$ cat src/csb_pkg.sv
// shared types and constants of the cursor sequence buffer
package csb_pkg;

    // default storage shape
    localparam int DEPTH_DEF      = 32;
    localparam int WORD_WIDTH_DEF = 32;

    // fixed port field widths
    localparam int MODE_W  = 2;
    localparam int ENTRY_W = 32;
    localparam int VALUE_W = 32;
    localparam int COUNT_W = 6;

    // operation codes
    typedef enum logic [MODE_W-1:0] {
        MODE_START   = 2'd0,
        MODE_ADVANCE = 2'd1,
        MODE_INSERT  = 2'd2,
        MODE_READ    = 2'd3
    } t_mode;

    // sequencer states
    typedef enum logic [2:0] {
        S_IDLE,
        S_SHIFT_RD,
        S_SHIFT_WR,
        S_PLACE,
        S_RESULT
    } t_state;

    // result status from the sequencer to the output register
    typedef struct packed {
        logic               load;
        logic               has;
        logic               refused;
        logic [COUNT_W-1:0] count;
    } t_res;

endpackage

$ cat src/csb_ram.sv
// generic simple dual-port ram with registered read
module csb_ram #(
    parameter int WIDTH = csb_pkg::WORD_WIDTH_DEF,
    parameter int DEPTH = csb_pkg::DEPTH_DEF
) (
    input  logic                     i_clk,
    input  logic                     i_wr_en,
    input  logic [$clog2(DEPTH)-1:0] i_wr_addr,
    input  logic [WIDTH-1:0]         i_wr_data,
    input  logic                     i_rd_en,
    input  logic [$clog2(DEPTH)-1:0] i_rd_addr,
    output logic [WIDTH-1:0]         o_rd_data
);

    logic [WIDTH-1:0] r_mem [DEPTH];
    logic [WIDTH-1:0] r_rd_data;

    // write port
    always_ff @(posedge i_clk) begin
        if (i_wr_en) begin
            r_mem[i_wr_addr] <= i_wr_data;
        end
    end

    // read port, data holds while not enabled
    always_ff @(posedge i_clk) begin
        if (i_rd_en) begin
            r_rd_data <= r_mem[i_rd_addr];
        end
    end

    assign o_rd_data = r_rd_data;

endmodule

$ cat src/csb_seq.sv
// sequencer: cursor and count registers, shift loop over the item ram
module csb_seq #(
    parameter int DEPTH      = csb_pkg::DEPTH_DEF,
    parameter int WORD_WIDTH = csb_pkg::WORD_WIDTH_DEF
) (
    input  logic                     i_clk,
    input  logic                     i_rst_n,
    input  logic                     i_valid,
    output logic                     o_busy,
    input  csb_pkg::t_mode           i_mode,
    input  logic [WORD_WIDTH-1:0]    i_word,
    input  logic                     i_out_free,
    output csb_pkg::t_res            o_res,
    output logic [WORD_WIDTH-1:0]    o_value,
    output logic                     o_wr_en,
    output logic [$clog2(DEPTH)-1:0] o_wr_addr,
    output logic [WORD_WIDTH-1:0]    o_wr_data,
    output logic                     o_rd_en,
    output logic [$clog2(DEPTH)-1:0] o_rd_addr,
    input  logic [WORD_WIDTH-1:0]    i_rd_data
);

    localparam int AddrW  = $clog2(DEPTH);
    localparam int CntW   = $clog2(DEPTH + 1);
    localparam int CountW = csb_pkg::COUNT_W;

    csb_pkg::t_state       r_state, n_state;
    logic [CntW-1:0]       r_cursor, n_cursor;
    logic [CntW-1:0]       r_count, n_count;
    logic [AddrW-1:0]      r_idx, n_idx;
    logic [WORD_WIDTH-1:0] r_word, n_word;
    logic                  r_use_word, n_use_word;
    logic                  r_refused, n_refused;

    logic                  w_accept;
    logic                  w_cur_ok;
    logic                  w_full;
    logic [AddrW-1:0]      w_idx_dec;

    assign w_accept  = i_valid && (r_state == csb_pkg::S_IDLE);
    assign w_cur_ok  = r_cursor < r_count;
    assign w_full    = r_count == CntW'(DEPTH);
    assign w_idx_dec = r_idx - AddrW'(1);

    // next state
    always_comb begin
        n_state = r_state;
        unique case (r_state)
            csb_pkg::S_IDLE: begin
                if (w_accept) begin
                    if (i_mode == csb_pkg::MODE_INSERT && !w_full) begin
                        n_state = (r_count > r_cursor) ? csb_pkg::S_SHIFT_RD
                                                       : csb_pkg::S_PLACE;
                    end else begin
                        n_state = csb_pkg::S_RESULT;
                    end
                end
            end
            csb_pkg::S_SHIFT_RD: begin
                n_state = csb_pkg::S_SHIFT_WR;
            end
            csb_pkg::S_SHIFT_WR: begin
                n_state = (CntW'(w_idx_dec) > r_cursor) ? csb_pkg::S_SHIFT_RD
                                                        : csb_pkg::S_PLACE;
            end
            csb_pkg::S_PLACE: begin
                n_state = csb_pkg::S_RESULT;
            end
            csb_pkg::S_RESULT: begin
                if (i_out_free) begin
                    n_state = csb_pkg::S_IDLE;
                end
            end
            default: begin
                n_state = csb_pkg::S_IDLE;
            end
        endcase
    end

    // datapath and ram control
    always_comb begin
        n_cursor   = r_cursor;
        n_count    = r_count;
        n_idx      = r_idx;
        n_word     = r_word;
        n_use_word = r_use_word;
        n_refused  = r_refused;
        o_wr_en    = 1'b0;
        o_wr_addr  = r_idx;
        o_wr_data  = i_rd_data;
        o_rd_en    = 1'b0;
        o_rd_addr  = r_idx;
        o_res      = '0;
        unique case (r_state)
            csb_pkg::S_IDLE: begin
                if (w_accept) begin
                    n_word     = i_word;
                    n_use_word = 1'b0;
                    n_refused  = 1'b0;
                    case (i_mode)
                        csb_pkg::MODE_START: begin
                            n_cursor = '0;
                        end
                        csb_pkg::MODE_ADVANCE: begin
                            if (w_cur_ok) begin
                                n_cursor = r_cursor + CntW'(1);
                            end else begin
                                n_refused = 1'b1;
                            end
                        end
                        csb_pkg::MODE_INSERT: begin
                            if (w_full) begin
                                n_refused = 1'b1;
                            end else begin
                                n_use_word = 1'b1;
                                n_idx      = r_count[AddrW-1:0];
                            end
                        end
                        default: begin
                            n_refused = !w_cur_ok;
                        end
                    endcase
                    // fetch the item under the new cursor for the result
                    o_rd_en   = 1'b1;
                    o_rd_addr = n_cursor[AddrW-1:0];
                end
            end
            csb_pkg::S_SHIFT_RD: begin
                o_rd_en   = 1'b1;
                o_rd_addr = w_idx_dec;
            end
            csb_pkg::S_SHIFT_WR: begin
                o_wr_en   = 1'b1;
                o_wr_addr = r_idx;
                o_wr_data = i_rd_data;
                n_idx     = w_idx_dec;
            end
            csb_pkg::S_PLACE: begin
                o_wr_en   = 1'b1;
                o_wr_addr = r_cursor[AddrW-1:0];
                o_wr_data = r_word;
                n_count   = r_count + CntW'(1);
            end
            csb_pkg::S_RESULT: begin
                o_res.load    = i_out_free;
                o_res.has     = w_cur_ok;
                o_res.refused = r_refused;
                o_res.count   = CountW'(r_count);
            end
            default: begin
                n_refused = r_refused;
            end
        endcase
    end

    // value reported under the cursor
    always_comb begin
        if (!w_cur_ok) begin
            o_value = '0;
        end else if (r_use_word) begin
            o_value = r_word;
        end else begin
            o_value = i_rd_data;
        end
    end

    assign o_busy = (r_state != csb_pkg::S_IDLE);

    // control registers
    always_ff @(posedge i_clk) begin
        if (!i_rst_n) begin
            r_state  <= csb_pkg::S_IDLE;
            r_cursor <= '0;
            r_count  <= '0;
        end else begin
            r_state  <= n_state;
            r_cursor <= n_cursor;
            r_count  <= n_count;
        end
    end

    // working registers
    always_ff @(posedge i_clk) begin
        r_idx      <= n_idx;
        r_word     <= n_word;
        r_use_word <= n_use_word;
        r_refused  <= n_refused;
    end

    // cursor never runs past the stored items
    a_cursor_in_range: assert property (@(posedge i_clk) disable iff (!i_rst_n)
        r_cursor <= r_count)
        else $error("cursor beyond item count");

    // count stays within the store
    a_count_in_range: assert property (@(posedge i_clk) disable iff (!i_rst_n)
        r_count <= CntW'(DEPTH))
        else $error("item count beyond depth");

    // shift loop only runs above the cursor
    a_shift_above_cursor: assert property (@(posedge i_clk) disable iff (!i_rst_n)
        (r_state == csb_pkg::S_SHIFT_RD || r_state == csb_pkg::S_SHIFT_WR)
        |-> (CntW'(r_idx) > r_cursor))
        else $error("shift index at or below cursor");

    // an accepted insert that fits moves the count up by one at placement
    a_place_grows: assert property (@(posedge i_clk) disable iff (!i_rst_n)
        (r_state == csb_pkg::S_PLACE) |=> (r_count == $past(r_count) + CntW'(1)))
        else $error("placement did not grow count");

endmodule

$ cat src/cursor_sequence_buffer_unit.sv
// top level of the cursor sequence buffer: ports, word sizing, output register
//
// An ordered store of up to DEPTH words with a cursor. Each request carries a
// mode (start, advance, insert before cursor, read current) and a word used
// by insert. Every request yields one result: the item under the cursor after
// the operation (zero if none), whether an item is current, the item count,
// and a refused flag when the operation was illegal and nothing changed.
// Requests come in on i_valid/o_stall, results leave on o_valid/i_stall; a
// transfer happens on a clock edge with valid high and stall low.
// Start, advance, read and a refused insert go from accept straight to the
// result state and then into the output register. An insert moves each item
// from the cursor to the end up one slot through the item ram, with a read and
// then a write back per item, then writes the new word. One request is in
// work at a time; o_stall stays high until its result enters the output
// register, which can hold a finished result while the next request is taken.
// A stalled receiver keeps the result steady and holds back the sequencer.
// Synchronous reset empties the store and clears cursor and count; the ram
// itself is not cleared, as only slots below the count are reported.
module cursor_sequence_buffer_unit #(
    parameter int DEPTH      = csb_pkg::DEPTH_DEF,
    parameter int WORD_WIDTH = csb_pkg::WORD_WIDTH_DEF
) (
    input  logic                        i_clk,
    input  logic                        i_rst_n,
    input  logic                        i_valid,
    output logic                        o_stall,
    input  logic [csb_pkg::MODE_W-1:0]  i_mode,
    input  logic [csb_pkg::ENTRY_W-1:0] i_entry_value,
    output logic                        o_valid,
    input  logic                        i_stall,
    output logic [csb_pkg::VALUE_W-1:0] o_current_value,
    output logic                        o_has_item,
    output logic [csb_pkg::COUNT_W-1:0] o_item_count,
    output logic                        o_refused
);

    localparam int AddrW = $clog2(DEPTH);

    csb_pkg::t_res         w_res;
    logic [WORD_WIDTH-1:0] w_value;
    logic [WORD_WIDTH-1:0] w_word;
    logic [63:0]           w_entry_wide;
    logic [63:0]           w_value_wide;
    logic                  w_out_free;
    logic                  w_busy;

    logic                  w_wr_en;
    logic [AddrW-1:0]      w_wr_addr;
    logic [WORD_WIDTH-1:0] w_wr_data;
    logic                  w_rd_en;
    logic [AddrW-1:0]      w_rd_addr;
    logic [WORD_WIDTH-1:0] w_rd_data;

    logic                        r_out_valid;
    logic [csb_pkg::VALUE_W-1:0] r_cur_value;
    logic                        r_has_item;
    logic [csb_pkg::COUNT_W-1:0] r_item_count;
    logic                        r_refused;

    // keep the low word bits of the request
    assign w_entry_wide = 64'(i_entry_value);
    assign w_word       = w_entry_wide[WORD_WIDTH-1:0];

    // stored word back to the result field width
    assign w_value_wide = 64'(w_value);

    assign w_out_free = !r_out_valid || !i_stall;
    assign o_stall    = w_busy;

    csb_seq #(
        .DEPTH      (DEPTH),
        .WORD_WIDTH (WORD_WIDTH)
    ) u_seq (
        .i_clk      (i_clk),
        .i_rst_n    (i_rst_n),
        .i_valid    (i_valid),
        .o_busy     (w_busy),
        .i_mode     (csb_pkg::t_mode'(i_mode)),
        .i_word     (w_word),
        .i_out_free (w_out_free),
        .o_res      (w_res),
        .o_value    (w_value),
        .o_wr_en    (w_wr_en),
        .o_wr_addr  (w_wr_addr),
        .o_wr_data  (w_wr_data),
        .o_rd_en    (w_rd_en),
        .o_rd_addr  (w_rd_addr),
        .i_rd_data  (w_rd_data)
    );

    csb_ram #(
        .WIDTH (WORD_WIDTH),
        .DEPTH (DEPTH)
    ) u_item_ram (
        .i_clk     (i_clk),
        .i_wr_en   (w_wr_en),
        .i_wr_addr (w_wr_addr),
        .i_wr_data (w_wr_data),
        .i_rd_en   (w_rd_en),
        .i_rd_addr (w_rd_addr),
        .o_rd_data (w_rd_data)
    );

    // output valid
    always_ff @(posedge i_clk) begin
        if (!i_rst_n) begin
            r_out_valid <= 1'b0;
        end else if (w_res.load) begin
            r_out_valid <= 1'b1;
        end else if (!i_stall) begin
            r_out_valid <= 1'b0;
        end
    end

    // output payload
    always_ff @(posedge i_clk) begin
        if (w_res.load) begin
            r_cur_value  <= w_value_wide[csb_pkg::VALUE_W-1:0];
            r_has_item   <= w_res.has;
            r_item_count <= w_res.count;
            r_refused    <= w_res.refused;
        end
    end

    assign o_valid         = r_out_valid;
    assign o_current_value = r_cur_value;
    assign o_has_item      = r_has_item;
    assign o_item_count    = r_item_count;
    assign o_refused       = r_refused;

    // a result is loaded only into a free output register
    a_load_when_free: assert property (@(posedge i_clk) disable iff (!i_rst_n)
        w_res.load |-> (!r_out_valid || !i_stall))
        else $error("result loaded over a pending result");

    // no current item means a zero value
    a_empty_value_zero: assert property (@(posedge i_clk) disable iff (!i_rst_n)
        (r_out_valid && !r_has_item) |-> (r_cur_value == '0))
        else $error("value reported without a current item");

    // a loaded result arrives as valid on the next cycle
    a_load_shows: assert property (@(posedge i_clk) disable iff (!i_rst_n)
        w_res.load |=> r_out_valid)
        else $error("loaded result not shown");

endmodule

$ cat config.mk
export PLATFORM = sky130hd
export DESIGN_NAME = cursor_sequence_buffer_unit
export DESIGN_NICKNAME = d
export VERILOG_FILES = /design/src/csb_pkg.sv /design/src/csb_ram.sv /design/src/csb_seq.sv /design/src/cursor_sequence_buffer_unit.sv
export SDC_FILE = /design/constraint.sdc
export NUM_CORES = 1
export LEC_CHECK = 0
export BUFFER_PORTS_ARGS = -buffer_cell sky130_fd_sc_hd__buf_2
export CAP_MARGIN = 20
export CORE_MARGIN = 2
export CORE_UTILIZATION = 34
export DETAILED_ROUTE_END_ITERATION = 7
export PLACE_DENSITY = 0.49
export SETUP_SLACK_MARGIN = 0.2
export SYNTH_ARGS = -nofsm -noshare
export SYNTH_HDL_FRONTEND = slang
export SYNTH_SLANG_ARGS = --single-unit
$ cat constraint.sdc
create_clock -name i_clk -period 3.8 [get_ports i_clk]
set_input_delay 0.38 -clock i_clk [delete_from_list [all_inputs] [get_ports i_clk]]
set_output_delay 0.38 -clock i_clk [all_outputs]
set_load 0.02 [all_outputs]
==> impl_metrics.tcl <==
set metrics [dict create \
    status "finished clean" \
    fill_cells 12267 \
    overflow 0 \
    pwr-share-clk_pct 37.0 \
    hold_viol_final 0 \
    peakVddDrop_uv 384.9 \
    mostFrequentLayoutCells "edfxtp_1, mux2i_1, nand2_1" \
    grt_pass1_wl_mm 185.0 \
    arrival_ns 4.09 \
    p_leak_nw 18.93 \
    setup_viol 0 \
    postPlaceCellArea_sq_um 50920 \
    finalWirelength_mm 133.2 \
    finalNetCount 3103 \
    htree_levels 3 \
    yosysTopAreaCell "edfxtp_1" \
    antenna_cells_inserted 0 \
    rsz0062_at_grt "yes" \
    fin_crit_sh_pct 92.82 \
    switching_power_mw 7.669 \
    crit_fanout 19 \
    skew_ns 0.02419 \
    path_clk_slew_ns 0.06 \
    pre_cts_ws_ns -0.01306 \
    seq_power_share_pct 49.1 \
    syn_nets 2828 \
    post-route-min-period_ns 3.527 \
    drc 0 \
    ctsLongestPathBuffers 3 \
    worst_slack_ns 0.2727 \
    timing.fmax_mhz 283.5 \
    worst_setup_path_start_kind "flip-flop" \
    routedWlPerCell_um 26.97 \
    grt_pass1_vias 25240 \
    cts_tree "yes" \
    drt.antenna.violating_nets 0 \
    grt_max_degree 55 \
    worstSetupPathType "reg -> reg" \
    cts_buffers 118 \
    rows 136 \
    drt_pass1_iterations 6 \
    p_comb_share_pct 13.9 \
    synthTopCellsByArea "edfxtp_1, mux2i_1, mux2_2" \
    syn2layout_area_growth_pct 18.90 \
    drt_iter0_drc 2547 \
    grt_util_all_layers_pct 18.35 \
    gp_congestion 0.8350 \
    crit_path_end_kind "flip-flop" \
    avgViaCountPerCell 5.207 \
    final_max_slew_viol_count 0 \
    synth.distinct_cells 70 \
    yosysSeqAreaShare_pct 73.53 \
    final_common_cell "edfxtp_1" \
    portBuffers 79 \
    start_util_pct 34.15 \
    final_area_sq_um 55630 \
    fp.dieW_um 375.0 \
    ys_seq_elements 1151 \
    avgSynthCellArea_sq_um 16.85 \
    stdcell_count 4938 \
    ios 80 \
    min_path_type "in -> reg" \
    required_ns 4.36 \
    synth_flop_cell "edfxtp_1" \
    ys.warnings.count 0 \
    internal-power_mw 23.15 \
    swShare_pct 24.88 \
    cellPowerDensity_nw_per_um2 554.1 \
    die_h_um 375.0 \
    antenna_found_initial 0 \
    cts_root_buf "clkbuf_16" \
    dp.cells 4668 \
    vias 25714 \
    drive_gt1_share_pct 20.71 \
    synthCells 2776 \
    tightest_slew_ns 1.069 \
    die_area_sq_um 140600 \
    netlist_area_sq_um 46780 \
    yosysTopAreaCellShare_pct 72.85 \
    clkSinkCount 1151 \
    async_flop_share_pct 0 \
    core_sq_um 137000 \
    synth_edf_count 1135 \
    insertion_delay_ns 0.74 \
    hpwl_mm 73.68 \
    maxCapViolCount 0 \
    relSlewSlack_pct 28.55 \
]
-- final timing paths --
| kind | start | to | slack, ns | cells after the start |
|---|---|---|---|---|
| worst min register to register | u_seq.r_count[1]$_SDFFE_PN0P_ | u_seq.r_count[1]$_SDFFE_PN0P_ | 0.53 | 2 |
| worst max register to register | u_seq.r_count[5]$_SDFFE_PN0P_ | u_item_ram.o_rd_data[11]$_DFFE_PP_ | 0.27 | 14 |
| worst max-delay path | u_seq.r_count[5]$_SDFFE_PN0P_ | u_item_ram.o_rd_data[11]$_DFFE_PP_ | 0.27 | 14 |
| worst min-delay path | i_mode[0] | u_seq.r_cursor[5]$_SDFFE_PN0P_ | 0.15 | 5 |
-- critical path, cell delays in order, from the launching register on --
cell	delay (ns)
dfxtp_1	0.39
inv_1	0.10
ha_1	0.37
a21oi_4	0.22
o211ai_1	0.18
a21oi_2	0.30
o221ai_4	0.15
buf_12	0.17
buf_12	0.15
buf_12	0.16
clkbuf_16	0.19
mux2i_1	0.13
mux2_2	0.26
a22o_1	0.26
nor4_2	0.26
-- metrics by stage --
step / TNS [ns] / power (mW) / hold WS (ns) / util (%)
3_5_place_dp: -0.01306 / 19.47 / 0.5198 / 37.17
6_report: 0 / 30.82 / 0.1481 / 40.61
2_1_floorplan: 0 / 17.88 / 0.4787 / -
5_1_grt: 0 / 31.87 / 0.1411 / 40.61
4_1_cts: 0 / 30.94 / 0.08317 / 40.27
3_3_place_gp: 0 / 19.37 / 0.5071 / 37.17
-- area by class of cell --
class	instances	area (sq um)	share of cell area, %
multi-input combinational	1458	11970	21.52
clock inverter	68	699.4	1.257
tap	1794	2245	4.035
inverter	20	76.32	0.1372
timing repair buffer	302	3156	5.673
sequential	1151	34400	61.85
clock buffer	145	3075	5.529
-- cells in the mapped netlist (all sizes together) (7+ instances only) --
library cell     n
a21oi           87
a221oi           7
a22o            62
buf             75
clkbuf          72
dfxtp           16
edfxtp        1135
ha              14
inv             18
mux2           124
mux2i          566
nand2          273
nand3            9
nor2           101
nor3            11
nor4            33
o21ai           18
o22ai           32
o32ai           31
-- layer usage --
layer	global-route usage, %	up-vias	wire [um]
li1	-	11374	-
met1	24.83	13265	57740
met2	30.18	884	63400
met3	2.839	191	8457
met4	6.064	0	3602
met5	0	-	0
-- power groups by stage --
| stage | logic, mW | clock network [mW] | registers, mW |
|---|---|---|---|
| 6_report | 4.29 | 11.4 | 15.1 |
| 4_1_cts | 4.15 | 11.7 | 15.1 |
| 3_5_place_dp | 4.07 | 0 | 15.4 |
| 5_1_grt | 4.59 | 12.1 | 15.1 |
| 3_3_place_gp | 3.97 | 0 | 15.4 |
| 2_1_floorplan | 2.58 | 0 | 15.3 |
-- state kept, by name, summed over array words and instances (netlist names) --
name,cells
u_item_ram.o_rd_data,32
u_seq.r_use_word,1
u_seq.r_cursor,6
u_seq.r_word,32
o_has_item,1
o_item_count,6
u_item_ram.r_mem,1024
o_current_value,32
u_seq.r_refused,1
o_valid,1
u_seq.r_idx,5
o_refused,1
u_seq.r_state,3
u_seq.r_count,6
-- cell families after synthesis --
kind of cell / synth area share [%]
flip-flops: 73.53
multiplexers: 15.25
AND/OR/NAND/NOR: 4.608
AO/OA/AOI/OAI: 4.276
buffers and inverters: 1.821
adder cells (fa/ha/maj): 0.3744
XOR/XNOR: 0.1310
-- repair_timing --
| action | in CTS | in global routing |
|---|---|---|
| setup endpoints to repair | 28 | 32 |
| resized for setup | 7 | 25 |
| hold endpoints to repair | 35 | 0 |
| pin swaps | 1 | 3 |
| setup buffers | 3 | 8 |
| cloned | 2 | 8 |
| hold buffers | 34 | 0 |
Note: power is estimated with default switching activity, not from simulation.
